**src/sv/eefc_pkg.sv**
```systemverilog
`timescale 1ns / 1ps
package eefc_pkg;

	// pinhole constants in Q16.16, rounded to nearest
	localparam logic [23:0] FOCAL_Q = 24'd11645878;
	localparam logic [23:0] PPX_Q   = 24'd10207691;
	localparam logic [23:0] PPY_Q   = 24'd7440892;

	// displacement clamp, 2^24 pixels in Q16.16
	localparam logic [40:0] DISP_CAP = 41'h100_0000_0000;

	// divider: dividend magnitude bits and quotient bits kept
	localparam int DIV_W = 50;
	localparam int QUO_W = 27;

	// floor(2^DIV_W / FOCAL_Q); a quotient estimate with it is short by at most one
	localparam logic [26:0] FOCAL_RECIP = 27'((64'd1 << DIV_W) / 64'(FOCAL_Q));

	// configuration register indexes
	localparam logic [3:0] REG_TRANS_VX  = 4'd0;
	localparam logic [3:0] REG_TRANS_VY  = 4'd1;
	localparam logic [3:0] REG_TRANS_VZ  = 4'd2;
	localparam logic [3:0] REG_ROT_VX    = 4'd3;
	localparam logic [3:0] REG_ROT_VY    = 4'd4;
	localparam logic [3:0] REG_ROT_VZ    = 4'd5;
	localparam logic [3:0] REG_FULL_MOT  = 4'd6;
	localparam logic [3:0] REG_TICK_SCL  = 4'd7;

	typedef struct packed {
		logic signed [31:0] tvx;
		logic signed [31:0] tvy;
		logic signed [31:0] tvz;
		logic signed [31:0] rvx;
		logic signed [31:0] rvy;
		logic signed [31:0] rvz;
		logic               full_motion;
		logic [31:0]        tick_scale;
	} eefc_cfg_t;

	// one queued item as classified by the front
	typedef struct packed {
		logic               cmd;
		logic [8:0]         x;
		logic [7:0]         y;
		logic [31:0]        diff;
		logic signed [25:0] dx;
		logic signed [24:0] dy;
		logic               o_in;
	} eefc_item_t;

endpackage

```
**src/sv/eefc_fifo.sv**
```systemverilog
`timescale 1ns / 1ps
module eefc_fifo (
	input  logic                 clk,
	input  logic                 arst_n,
	input  logic                 push,
	input  eefc_pkg::eefc_item_t push_item,
	output logic                 full,
	input  logic                 pop,
	output logic                 empty,
	output eefc_pkg::eefc_item_t pop_item
);
	import eefc_pkg::*;

	eefc_item_t mem_q [2];
	logic       wr_ptr_q;
	logic       rd_ptr_q;
	logic [1:0] cnt_q;

	always_ff @(posedge clk or negedge arst_n) begin
		if (!arst_n) begin
			wr_ptr_q <= 1'b0;
			rd_ptr_q <= 1'b0;
			cnt_q    <= '0;
		end else begin
			if (push) begin
				wr_ptr_q <= ~wr_ptr_q;
			end
			if (pop) begin
				rd_ptr_q <= ~rd_ptr_q;
			end
			if (push && !pop) begin
				cnt_q <= cnt_q + 1'b1;
			end else if (pop && !push) begin
				cnt_q <= cnt_q - 1'b1;
			end
		end
	end

	always_ff @(posedge clk) begin
		if (push) begin
			mem_q[wr_ptr_q] <= push_item;
		end
	end

	assign full     = cnt_q == 2'd2;
	assign empty    = cnt_q == 2'd0;
	assign pop_item = mem_q[rd_ptr_q];

endmodule

```
**config.mk**
```make
export PLATFORM = sky130hd
export DESIGN_NAME = eefc_fifo
export DESIGN_NICKNAME = d
export VERILOG_FILES = /design/src/sv/eefc_pkg.sv /design/src/sv/eefc_fifo.sv
export SDC_FILE = /design/constraint.sdc
export NUM_CORES = 1
export LEC_CHECK = 0
export ABC_CLOCK_PERIOD_IN_PS = 7390
export BUFFER_PORTS_ARGS = -buffer_cell sky130_fd_sc_hd__buf_2
export CORE_ASPECT_RATIO = 1.4
export CORE_MARGIN = 2
export CORE_UTILIZATION = 54
export CTS_BUF_LIST = sky130_fd_sc_hd__clkbuf_8
export DETAILED_ROUTE_END_ITERATION = 7
export GPL_TIMING_DRIVEN = 0
export PLACE_DENSITY = 0.92
export SYNTH_ARGS = -nofsm -noshare
export SYNTH_HDL_FRONTEND = slang
export SYNTH_SLANG_ARGS = --single-unit
```
**constraint.sdc**
```tcl
create_clock -name clk -period 7.39 [get_ports clk]
set_input_delay 0.3695 -clock clk [delete_from_list [all_inputs] [get_ports clk]]
set_output_delay 0.3695 -clock clk [all_outputs]
set_load 0.05 [all_outputs]
```
Word level (Yosys, flattened, before mapping) --
Memories as Yosys holds them, arrays and structs flattened. Cells that the tools add are included.
Storage, ports and cells: register bits 4, RAM bits 204, input bits 106, output and inout bits 104, logic and storage cells 19, memories kept 1
Memory list:
- mem_q | words 2, bits a word 102, read ports 1, clocked after memory_dff 0, wr ports 1, line eefc_fifo.sv:14 | eefc_item_t mem_q [2];
Cells by class: add/sub/neg operators 2, eq/ne operators 1, multiplexer cells 4, bitwise operators 2, reduce and logical (&&, ||, !) cells 6
Operators with widths (count):
- 2-bit 2-to-1 mux | 2
- 2-bit by 1-bit adder with 2-bit output, second input constant | 1
- 2-bit equality test, second input constant | 1
- 1-bit logical AND | 2
- 1-bit zero test | 2
- 2-bit zero test | 1
- 1-bit 2-to-1 mux | 2
- 1-bit NOT | 2
- 2-bit nonzero test | 1
- 2-bit by 1-bit subtractor with 2-bit output, second input constant | 1

Depth between registers and ports, before layout --
depth after elaboration 4, gate-level depth with buffers 5, depth with buffers taken out 5

Least setup slack after synthesis --
No wires, ideal clock.
path type flip-flop to flip-flop, start point reg wr_ptr_q, end point mem mem_q[0][0] (netlist name), enable pin, setup time 576 ps, arrival time 4916 ps, data required time 6814 ps, setup slack 1898 ps, cell stages (with the launch flop) 2, path buffers 0, period minus slack after synthesis 5492 ps, cells stage by stage dfrtp_1 nor2b_1
RTL lines:
- start: declaration | line eefc_fifo.sv:15 | logic wr_ptr_q;
- start signal: assignment | line eefc_fifo.sv:26 | wr_ptr_q <= ~wr_ptr_q;
- end: declaration | line eefc_fifo.sv:14
Straight into the memory's write port.

==> impl_metrics.py <==
metrics = {
    "detailed_routing": {
        "via_count": 4312,
        "drc": 0,
        "wl_per_cell_um": 18.3,
        "finalWirelength_um": 15900,
        "vias_per_cell": 4.97,
        "drt-initial-drc-count": 182,
        "drt.antenna.violating_nets": 0,
        "firstDrtPassIters": 4,
    },
    "clocking": {
        "cts-hold-fix-buffers": 76,
        "htree_num_levels": 1,
        "cts_made_buffers": 31,
        "insertion_delay_ns": 0.54,
        "numClockSinks": 208,
        "postCtsSetupRepairBufs": 0,
        "cts.path.max_buffers": 3,
        "cts_tree": "done",
        "root_buffer": "clkbuf_8",
        "path_clk_slew_ns": 0.06,
        "ctsResizeCount": 0,
    },
    "cells_and_area": {
        "fillers": 808,
        "mostFrequentLayoutCell": "buf_2",
        "drive_gt1_share_pct": 53.6,
        "utilization_pct": 74.9,
        "layout.nets": 765,
        "mostFrequentLayoutCells": "buf_2, edfxtp_1, mux2_2",
        "syn_to_final_growth_pct": 36.5,
    },
    "synth": {
        "syn_nets": 440,
        "yosys-top-cells-area": "edfxtp_1, mux2_2, dfrtp_1",
        "yosys_warnings": 0,
        "yosysSeqAreaShare_pct": 82.3,
        "synth_seq_cells": 208,
        "yosysTopAreaCellShare_pct": 81.0,
        "ys_types": 13,
        "synthesis.area_um2": 7560,
        "synthCells": 333,
        "yosys.area.top_type": "edfxtp_1",
        "synth.avg_cell_area_um2": 22.7,
    },
    "sta": {
        "max_freq_mhz": 428,
        "setup_viol": 0,
        "relSlewSlack_pct": 58.9,
        "hold_viol": 0,
        "tightest_slew_ns": 0.615,
        "tns_ns": 0,
        "clock_skew_ns": 0.0150,
        "final.min_clock_period_ns": 2.34,
        "rsz0062_at_grt": "false",
        "period_share_pct": 31.6,
        "drv_slew": 0,
    },
    "floorplanning": {
        "die_h_um": 144,
        "dieArea_um2": 15000,
        "coreArea_um2": 13800,
        "initial_core_util_pct": 54.9,
        "die_x_um": 104,
        "rows": 51,
        "ioPinCount": 210,
    },
    "status": {
        "status": "finished, final reports clean",
    },
    "global_routing": {
        "grtUsageTotal_pct": 20.6,
        "grt_max_degree": 71,
        "grt_pass1_vias": 4844,
        "grt-ovfl-total": 0,
        "grt_first_pass_wirelength_um": 24100,
        "grt_antenna_before_repair": 2,
    },
    "placed_design": {
        "io_buffers": 209,
        "dpl.hpwl_um": 9680,
        "globalplace.congestion": 0.735,
    },
    "hold_path": {
        "hp-class": "in -> reg",
    },
    "worst_setup_path": {
        "critPathArrivalTime_ns": 1.97,
        "crit_required_ns": 7.02,
        "crit_path_end_kind": "output port",
        "critPathLaunchType": "flip-flop",
        "crit_type": "reg -> out",
        "critPathMaxFanout": 10,
    },
    "pwr": {
        "power_density_nw_per_um2": 421,
        "p_leak_nw": 4.01,
        "ir_drop_uv": 334,
    },
    "flow_run": {
        "max_cap_violations": 0,
    },
}
-- through the flow --
stage / instance area [um^2] / power [mW] / hold slack, ns / worst slack [ns] / instances
floorplan: 7560 / 3.07 / 0.0739 / 1.90 / 333
global placement: 8840 / 3.43 / 0.175 / -0.0763 / 727
detailed placement: 8940 / 3.46 / 0.183 / 5.50 / 731
CTS: 10300 / 4.36 / 0.000143 / 5.00 / 863
global route: 10300 / 4.51 / 0.000307 / 4.96 / 867
finish: 10300 / 4.34 / 0.0313 / 5.05 / 867
-- path summary, 6_finish.rpt --
kind	from	end	slack, ns	cells after the start
worst min-delay path	push_item[90]	mem_q[0][90]$_DFFE_PP_	0.03	1
max in group asynchronous	arst_n	cnt_q[0]$_DFFE_PN0P_	7.06	2
worst max register to register	wr_ptr_q$_DFFE_PN0P_	mem_q[0][78]$_DFFE_PP_	5.62	3
worst max-delay path	rd_ptr_q$_DFFE_PN0P_	pop_item[23]	5.05	4
worst min register to register	cnt_q[1]$_DFFE_PN0P_	cnt_q[1]$_DFFE_PN0P_	0.51	1
min in group asynchronous	arst_n	rd_ptr_q$_DFFE_PN0P_	0.20	2
-- area by class of cell --
class                           count  area (um^2)  share of cell area, %
Clock inverter                     25          158                   1.53
Clock buffer                       31          427                   4.13
Tap cell                          185          231                   2.24
Inverter                            1         3.75                 0.0364
Buffer                             11          101                  0.982
Timing Repair Buffer              292         1930                   18.7
Multi-Input combinational cell    113         1240                   12.0
Antenna cell                        1         2.50                 0.0242
Sequential cell                   208         6230                   60.3
-- per-layer routing --
metal | vias up | global-route usage (%) | part of all wire, %
met5 | - | 0 | 0.082
met4 | 2 | 7.75 | 2.6
met3 | 38 | 5.86 | 6.6
met2 | 183 | 39.5 | 55
met1 | 2107 | 21.4 | 35
li1 | 1982 | - | -
-- kinds of logic (layout without fill, tap and decap cells) --
logic type / count (synthesis) / after routing / share of synthesized area, %
xor gates and xnor gates: 5 / 5 / 0.579
adders and majority gates: 1 / 1 / 0.165
buffers and inverters: 12 / 360 / 1.39
DFF: 208 / 208 / 82.3
muxes: 102 / 102 / 15.2
other: 0 / 1 / 0
and+or+nand+nor: 5 / 5 / 0.348
-- where the power goes --
part | internal, mW | switching (mW)
sequential | 1.56 | 0.0599
clock | 0.460 | 0.403
combinational | 0.543 | 1.31
total | 2.57 | 1.77
-- cells in the mapped netlist --
cell type,n
edfxtp_1,204
mux2_2,102
buf_6,7
dfrtp_1,4
xor2_1,4
buf_2,3
nor2_1,2
nor2b_1,2
and2_1,1
buf_4,1
ha_1,1
inv_1,1
xnor2_1,1
-- registers in the layout (all words and copies together), names as in the netlist --
| register | count |
|---|---|
| cnt_q | 2 |
| mem_q | 204 |
| rd_ptr_q | 1 |
| wr_ptr_q | 1 |
-- worst max-delay path: stages, from the launching register on --
cell	delay [ns]
dfrtp_1	0.39
buf_4	0.26
buf_6	0.19
mux2_2	0.37
buf_2	0.22
No activity file was read; power rests on OpenSTA's default activity.
