<file path="src/sv/eefc_pkg.sv">
`timescale 1ns / 1ps
package eefc_pkg;

	// pinhole constants in Q16.16, rounded to nearest
	localparam logic [23:0] FOCAL_Q = 24'd11645878;
	localparam logic [23:0] PPX_Q   = 24'd10207691;
	localparam logic [23:0] PPY_Q   = 24'd7440892;

	// displacement clamp, 2^24 pixels in Q16.16
	localparam logic [40:0] DISP_CAP = 41'h100_0000_0000;

	// divider: dividend magnitude bits and quotient bits kept
	localparam int DIV_W = 50;
	localparam int QUO_W = 27;

	// floor(2^DIV_W / FOCAL_Q); a quotient estimate with it is short by at most one
	localparam logic [26:0] FOCAL_RECIP = 27'((64'd1 << DIV_W) / 64'(FOCAL_Q));

	// configuration register indexes
	localparam logic [3:0] REG_TRANS_VX  = 4'd0;
	localparam logic [3:0] REG_TRANS_VY  = 4'd1;
	localparam logic [3:0] REG_TRANS_VZ  = 4'd2;
	localparam logic [3:0] REG_ROT_VX    = 4'd3;
	localparam logic [3:0] REG_ROT_VY    = 4'd4;
	localparam logic [3:0] REG_ROT_VZ    = 4'd5;
	localparam logic [3:0] REG_FULL_MOT  = 4'd6;
	localparam logic [3:0] REG_TICK_SCL  = 4'd7;

	typedef struct packed {
		logic signed [31:0] tvx;
		logic signed [31:0] tvy;
		logic signed [31:0] tvz;
		logic signed [31:0] rvx;
		logic signed [31:0] rvy;
		logic signed [31:0] rvz;
		logic               full_motion;
		logic [31:0]        tick_scale;
	} eefc_cfg_t;

	// one queued item as classified by the front
	typedef struct packed {
		logic               cmd;
		logic [8:0]         x;
		logic [7:0]         y;
		logic [31:0]        diff;
		logic signed [25:0] dx;
		logic signed [24:0] dy;
		logic               o_in;
	} eefc_item_t;

endpackage

</file>
<file path="src/sv/eefc_front.sv">
`timescale 1ns / 1ps
module eefc_front #(
	parameter int IMAGE_WIDTH  = 304,
	parameter int IMAGE_HEIGHT = 240
) (
	input  logic                 clk,
	input  logic                 arst_n,
	input  logic                 in_valid,
	output logic                 in_ready,
	input  logic                 command,
	input  logic [8:0]           event_x,
	input  logic [7:0]           event_y,
	input  logic [31:0]          event_stamp,
	input  logic                 init_busy,
	input  logic                 q_full,
	output logic                 q_push,
	output eefc_pkg::eefc_item_t q_item
);
	import eefc_pkg::*;

	logic        ref_valid_q;
	logic [31:0] ref_stamp_q;
	logic [31:0] ref_use;

	assign in_ready = !q_full && !init_busy;
	assign q_push   = in_valid && in_ready;

	// first event of a batch is its own reference
	assign ref_use = ref_valid_q ? ref_stamp_q : event_stamp;

	always_ff @(posedge clk or negedge arst_n) begin
		if (!arst_n) begin
			ref_valid_q <= 1'b0;
			ref_stamp_q <= '0;
		end else if (q_push) begin
			if (command) begin
				ref_valid_q <= 1'b0;
			end else if (!ref_valid_q) begin
				ref_valid_q <= 1'b1;
				ref_stamp_q <= event_stamp;
			end
		end
	end

	always_comb begin
		q_item.cmd  = command;
		q_item.x    = event_x;
		q_item.y    = event_y;
		q_item.diff = event_stamp - ref_use;
		q_item.dx   = $signed({1'b0, event_x, 16'b0}) - $signed({2'b0, PPX_Q});
		q_item.dy   = $signed({1'b0, event_y, 16'b0}) - $signed({1'b0, PPY_Q});
		q_item.o_in = (event_x != 9'd0) && (11'(event_x) < 11'(IMAGE_WIDTH - 1)) &&
			(event_y != 8'd0) && (11'(event_y) < 11'(IMAGE_HEIGHT - 1));
	end

endmodule

</file>
<file path="config.mk">
export PLATFORM = sky130hd
export DESIGN_NAME = eefc_front
export DESIGN_NICKNAME = d
export VERILOG_FILES = /design/src/sv/eefc_pkg.sv /design/src/sv/eefc_front.sv
export SDC_FILE = /design/constraint.sdc
export NUM_CORES = 1
export LEC_CHECK = 0
export BUFFER_PORTS_ARGS = -buffer_cell sky130_fd_sc_hd__buf_2
export CAP_MARGIN = 20
export CORE_MARGIN = 8
export CORE_UTILIZATION = 51
export CTS_BUF_LIST = sky130_fd_sc_hd__clkbuf_2 sky130_fd_sc_hd__clkbuf_4 sky130_fd_sc_hd__clkbuf_8
export DETAILED_ROUTE_END_ITERATION = 7
export PLACE_DENSITY_LB_ADDON = 0.05
export SLEW_MARGIN = 20
export SYNTH_ARGS = -nofsm -noshare
export SYNTH_HDL_FRONTEND = slang
export SYNTH_SLANG_ARGS = --single-unit
</file>
<file path="constraint.sdc">
create_clock -name clk -period 4.08 [get_ports clk]
set_input_delay 0.408 -clock clk [delete_from_list [all_inputs] [get_ports clk]]
set_output_delay 0.408 -clock clk [all_outputs]
set_load 0.01 [all_outputs]
</file>
* Word level (Yosys, flattened, before mapping)
Index checks and enable logic that the tools add are counted.
Word-level totals: flip-flop bits (word level) 33, logic and storage cells 20, input bits 55, output and inout bits 104
Operators by class: reductions and logical operators 10, $add $sub $neg 3, multiplexer cells 2, bitwise logic cells 1, order comparisons 2
Operators with widths (count):
- $mux W32 | 1
- $sub A32 B32 Y32 | 1
- $sub A25 B24 Y26 const B | 1
- $sub A24 B23 Y25 const B | 1
- $lt A9 B9 Y1 const B | 1
- $reduce_bool A9 Y1 | 1
- $lt A8 B8 Y1 const B | 1
- $reduce_bool A8 Y1 | 1
- $logic_and A1 B1 Y1 | 5
- $logic_not A1 Y1 | 2
- $reduce_and A2 Y1 | 1
- $mux W1 | 1
- $not A1 Y1 | 1

* Longest topological paths before layout
depth after elaboration 4, mapped depth 13, depth with buffers taken out 12

* Worst setup path after synthesis
OpenSTA, ideal clock, no wires.
path type reg2out, from register ref_valid_q, to output q_item[79] (netlist name), path buffers 2, data required time 3672 ps, cell stages (with the launch flop) 13, path slack 583 ps, arrival 3089 ps, cells stage by stage dfrtp_1 clkbuf_1 clkbuf_1 mux2i_1 ha_1 a21o_1 a211o_1 o21ai_2 a31oi_1 nand2b_4 o31ai_4 o21ai_2 xor2_1
RTL lines:
- start: declaration | RTL line eefc_front.sv:21 | logic ref_valid_q;
- start signal: assignment | RTL line eefc_front.sv:33 | ref_valid_q <= 1'b0;
- start signal: assignment | RTL line eefc_front.sv:37 | ref_valid_q <= 1'b0;
- start signal: assignment | RTL line eefc_front.sv:39 | ref_valid_q <= 1'b1;
- end: declaration | RTL line eefc_front.sv:17 | output eefc_pkg::eefc_item_t q_item

==> results.md <==
- Status: complete, no violations
- Slew HR: 0.4743
- GPL Wtd Cong: 0.9000
- Area Overhead vs Synth: 12.43%
- Drt wl/cell: between 10 and 15 µm
- I/O pin cnt: approximately 160
- Post-route cell area: 4472 µm²
- Final hold violations: 0
- HPWL after DPL: between 8000 and 9000 µm
- Fmax: 268.0 MHz
- Number of diodes: 0
- Num CTS Buffers: 5
- # hold bufs at CTS: 0
- Root Buffer: clkbuf_8
- MaxCap Viol Count: 0
- Commonest non-fill, non-tap cells in the layout: buf_2, a21oi_1, nor2_1, nand2_1, ha_1
- Clock buffer depth: 2
- Syn avg cell area: slightly above 8 µm²
- Total global routing overflow: 0
- Mean number of vias per cell: just over 5
- Die Wd: around 100 µm
- Layout cells sized above 1: 0.2832
- PD cells: approximately 440 nW/µm²
- Worst Skew: approximately 0.011 ns
- Nets: ~660
- EDFF count, synth: 0
- Post-CTS sizing: 0
- Worst Hold Class: in2async
- CTS tree: yes
- Fillers: around 740
- Worst EP arrival: about 3.3 ns
- Initial antenna violation count: 0
- Postcts setup bufs: 0
- Max-slew violation count: 0
- DRT Wirelength: between 9000 and 10000 µm
- Cells after Synth: around 480
- Die height: approximately 100 µm
- Critical path's slowest cell: dfrtp_2
- Initial Utilization: 0.5201
- Worst IR drop on VDD: approximately 240 µV
- Synth warn: 0
- FFs w/ async S/R, synth: 1.000
- Top delay family on crit path: compound AO/OA/AOI/OAI gates
- Final number of setup-violating endpoints: 0
- Synthesized cell area: 3978 µm²
- Port Buffers: between 100 and 150
- Vias in the first global route: about 3500
- Drt drc: 0
- Antenna Violating Nets Remaining: 0
- Sequential area share after synthesis: 0.2076
- Placed Area: around 4400 µm²
- Critical Path Fanout Max: 11
- Final core occ: 0.5848
- Routed vias: between 3000 and 4000
- Global-route wire length before repair: 16610 µm
- Clock Sinks: 33
- Final min period: between 3 and 4 ns
- TritonRoute pass-1 iters: 4
- Worst setup EP type: primary output
- Worst path buffer plus inverter count: 2
- Critical Path RT: 3.67 ns
- Drt initial violations: 95
- Clock transition at path regs: 0.07 ns
- Pleak: between 0.002 and 0.0025 µW
- Die footprint: approximately 11000 µm²
- H-tree depth: 2
- TNS Setup: 0 ns
- Final period util: 0.9147
- Post-synth top flop: dfrtp_1
- Worst path cell trace: mux2i_1 -> inv_1 -> fa_1 -> nor2b_4 -> o2111ai_1 -> a21oi_2 -> o21ai_4 -> a31oi_4 -> a41o_1 -> o21a_1 -> xor2_1 -> buf_2
- Pwr Total: ~2000 µW
- RSZ-0062 raised after global routing: false
- Crit-path max cell delay: about 0.57 ns
- Startpoint type of the worst setup path: flop
- Core area: 7647 µm²
- Rows: 32
- Seq cells post-synth: 33
- Largest net degree at the start of global routing: 38
- Most common cell after layout, fill and taps aside: buf_2
- Yosys cell types: 51
- Worst slew pin tran: slightly below 0.8 ns
- Worst skew pair latency: 0.28 ns
- Critical path type: reg2out
- GRT Resource Usage Total: 0.1757
-- cell usage after synthesis (all sizes together), types with 2 or more instances --
cell type / instances / area share
a21oi: 65 / 0.086
buf: 59 / 0.11
nor2: 45 / 0.042
nand2: 35 / 0.034
ha: 34 / 0.11
dfrtp: 33 / 0.21
mux2i: 30 / 0.075
xor2: 25 / 0.055
o21ai: 24 / 0.039
a21o: 16 / 0.030
xnor2: 16 / 0.035
clkbuf: 13 / 0.012
inv: 13 / 0.012
nand3: 12 / 0.016
a31oi: 8 / 0.020
nand2b: 8 / 0.014
nand4: 4 / 0.0063
nor3: 4 / 0.0050
a41o: 3 / 0.0075
nor2b: 3 / 0.0066
o21a: 3 / 0.0057
a211o: 2 / 0.0044
a41oi: 2 / 0.0044
conb: 2 / 0.0019
mux2: 2 / 0.0057
o2111ai: 2 / 0.0044
o31ai: 2 / 0.0085
or3: 2 / 0.0031
-- final cells by class --
class                           count  area, µm²  area share
Clock buffer                        7      90.09     0.02015
Inverter                           13      48.80     0.01091
Multi-Input combinational cell    391       2720      0.6083
Sequential cell                    33      827.0      0.1849
Tap cell                          102      127.6     0.02854
Timing Repair Buffer              128      658.1      0.1472
-- kinds of logic after synthesis --
kind of cell             synth area share
AND/OR/NAND/NOR                    0.1412
XOR/XNOR                          0.09028
multiplexers                      0.08116
adder cells (fa/ha/maj)            0.1120
AO/OA/AOI/OAI                      0.2271
buffers and inverters              0.1387
other                            0.001888
flip-flops                         0.2076
-- metrics by stage --
stage                     worst slack, ns  cells  hold slack, ns
after floorplan                    0.5834    509          0.1124
after global placement             0.7103    667          0.5036
after detailed placement           0.6503    667          0.5008
after CTS                          0.3379    674          0.2309
after global routing              0.06833    674          0.2703
final                              0.3480    674          0.2050
-- registers in the layout (all words and copies together), names as in the netlist --
signal,flops
ref_valid_q,1
ref_stamp_q,32
-- report_power, final --
group / switching (µW) / internal (µW) / leakage, µW
combinational: 717 / 528 / 0.00183
clock: 120 / 141 / 0.0000477
sequential: 47.9 / 408 / 0.000369
total: 884 / 1080 / 0.00225
-- path summary, 6_finish.rpt --
| kind | endpoint | from | cells after the start | slack (ns) |
|---|---|---|---|---|
| worst max-delay path | q_item[80] | ref_valid_q | 12 | 0.35 |
| min in group clk | ref_stamp_q[31] | event_stamp[31] | 2 | 0.42 |
| worst min-delay path | ref_stamp_q[19] | arst_n | 1 | 0.20 |
| max in group asynchronous | ref_valid_q | arst_n | 1 | 3.32 |
| worst max register to register | ref_stamp_q[31] | ref_valid_q | 3 | 2.55 |
| worst min register to register | ref_stamp_q[0] | ref_stamp_q[0] | 1 | 0.51 |
-- layer usage --
layer | vias up | wire [µm] | track usage
met2 | 115 | 4516 | 0.2978
met5 | - | 0 | 0
met3 | 6 | 807 | 0.05948
met1 | 1575 | 4401 | 0.2143
met4 | 0 | 25 | 0.02172
li1 | 1785 | - | -
Note: power is estimated with default switching activity, not from simulation.
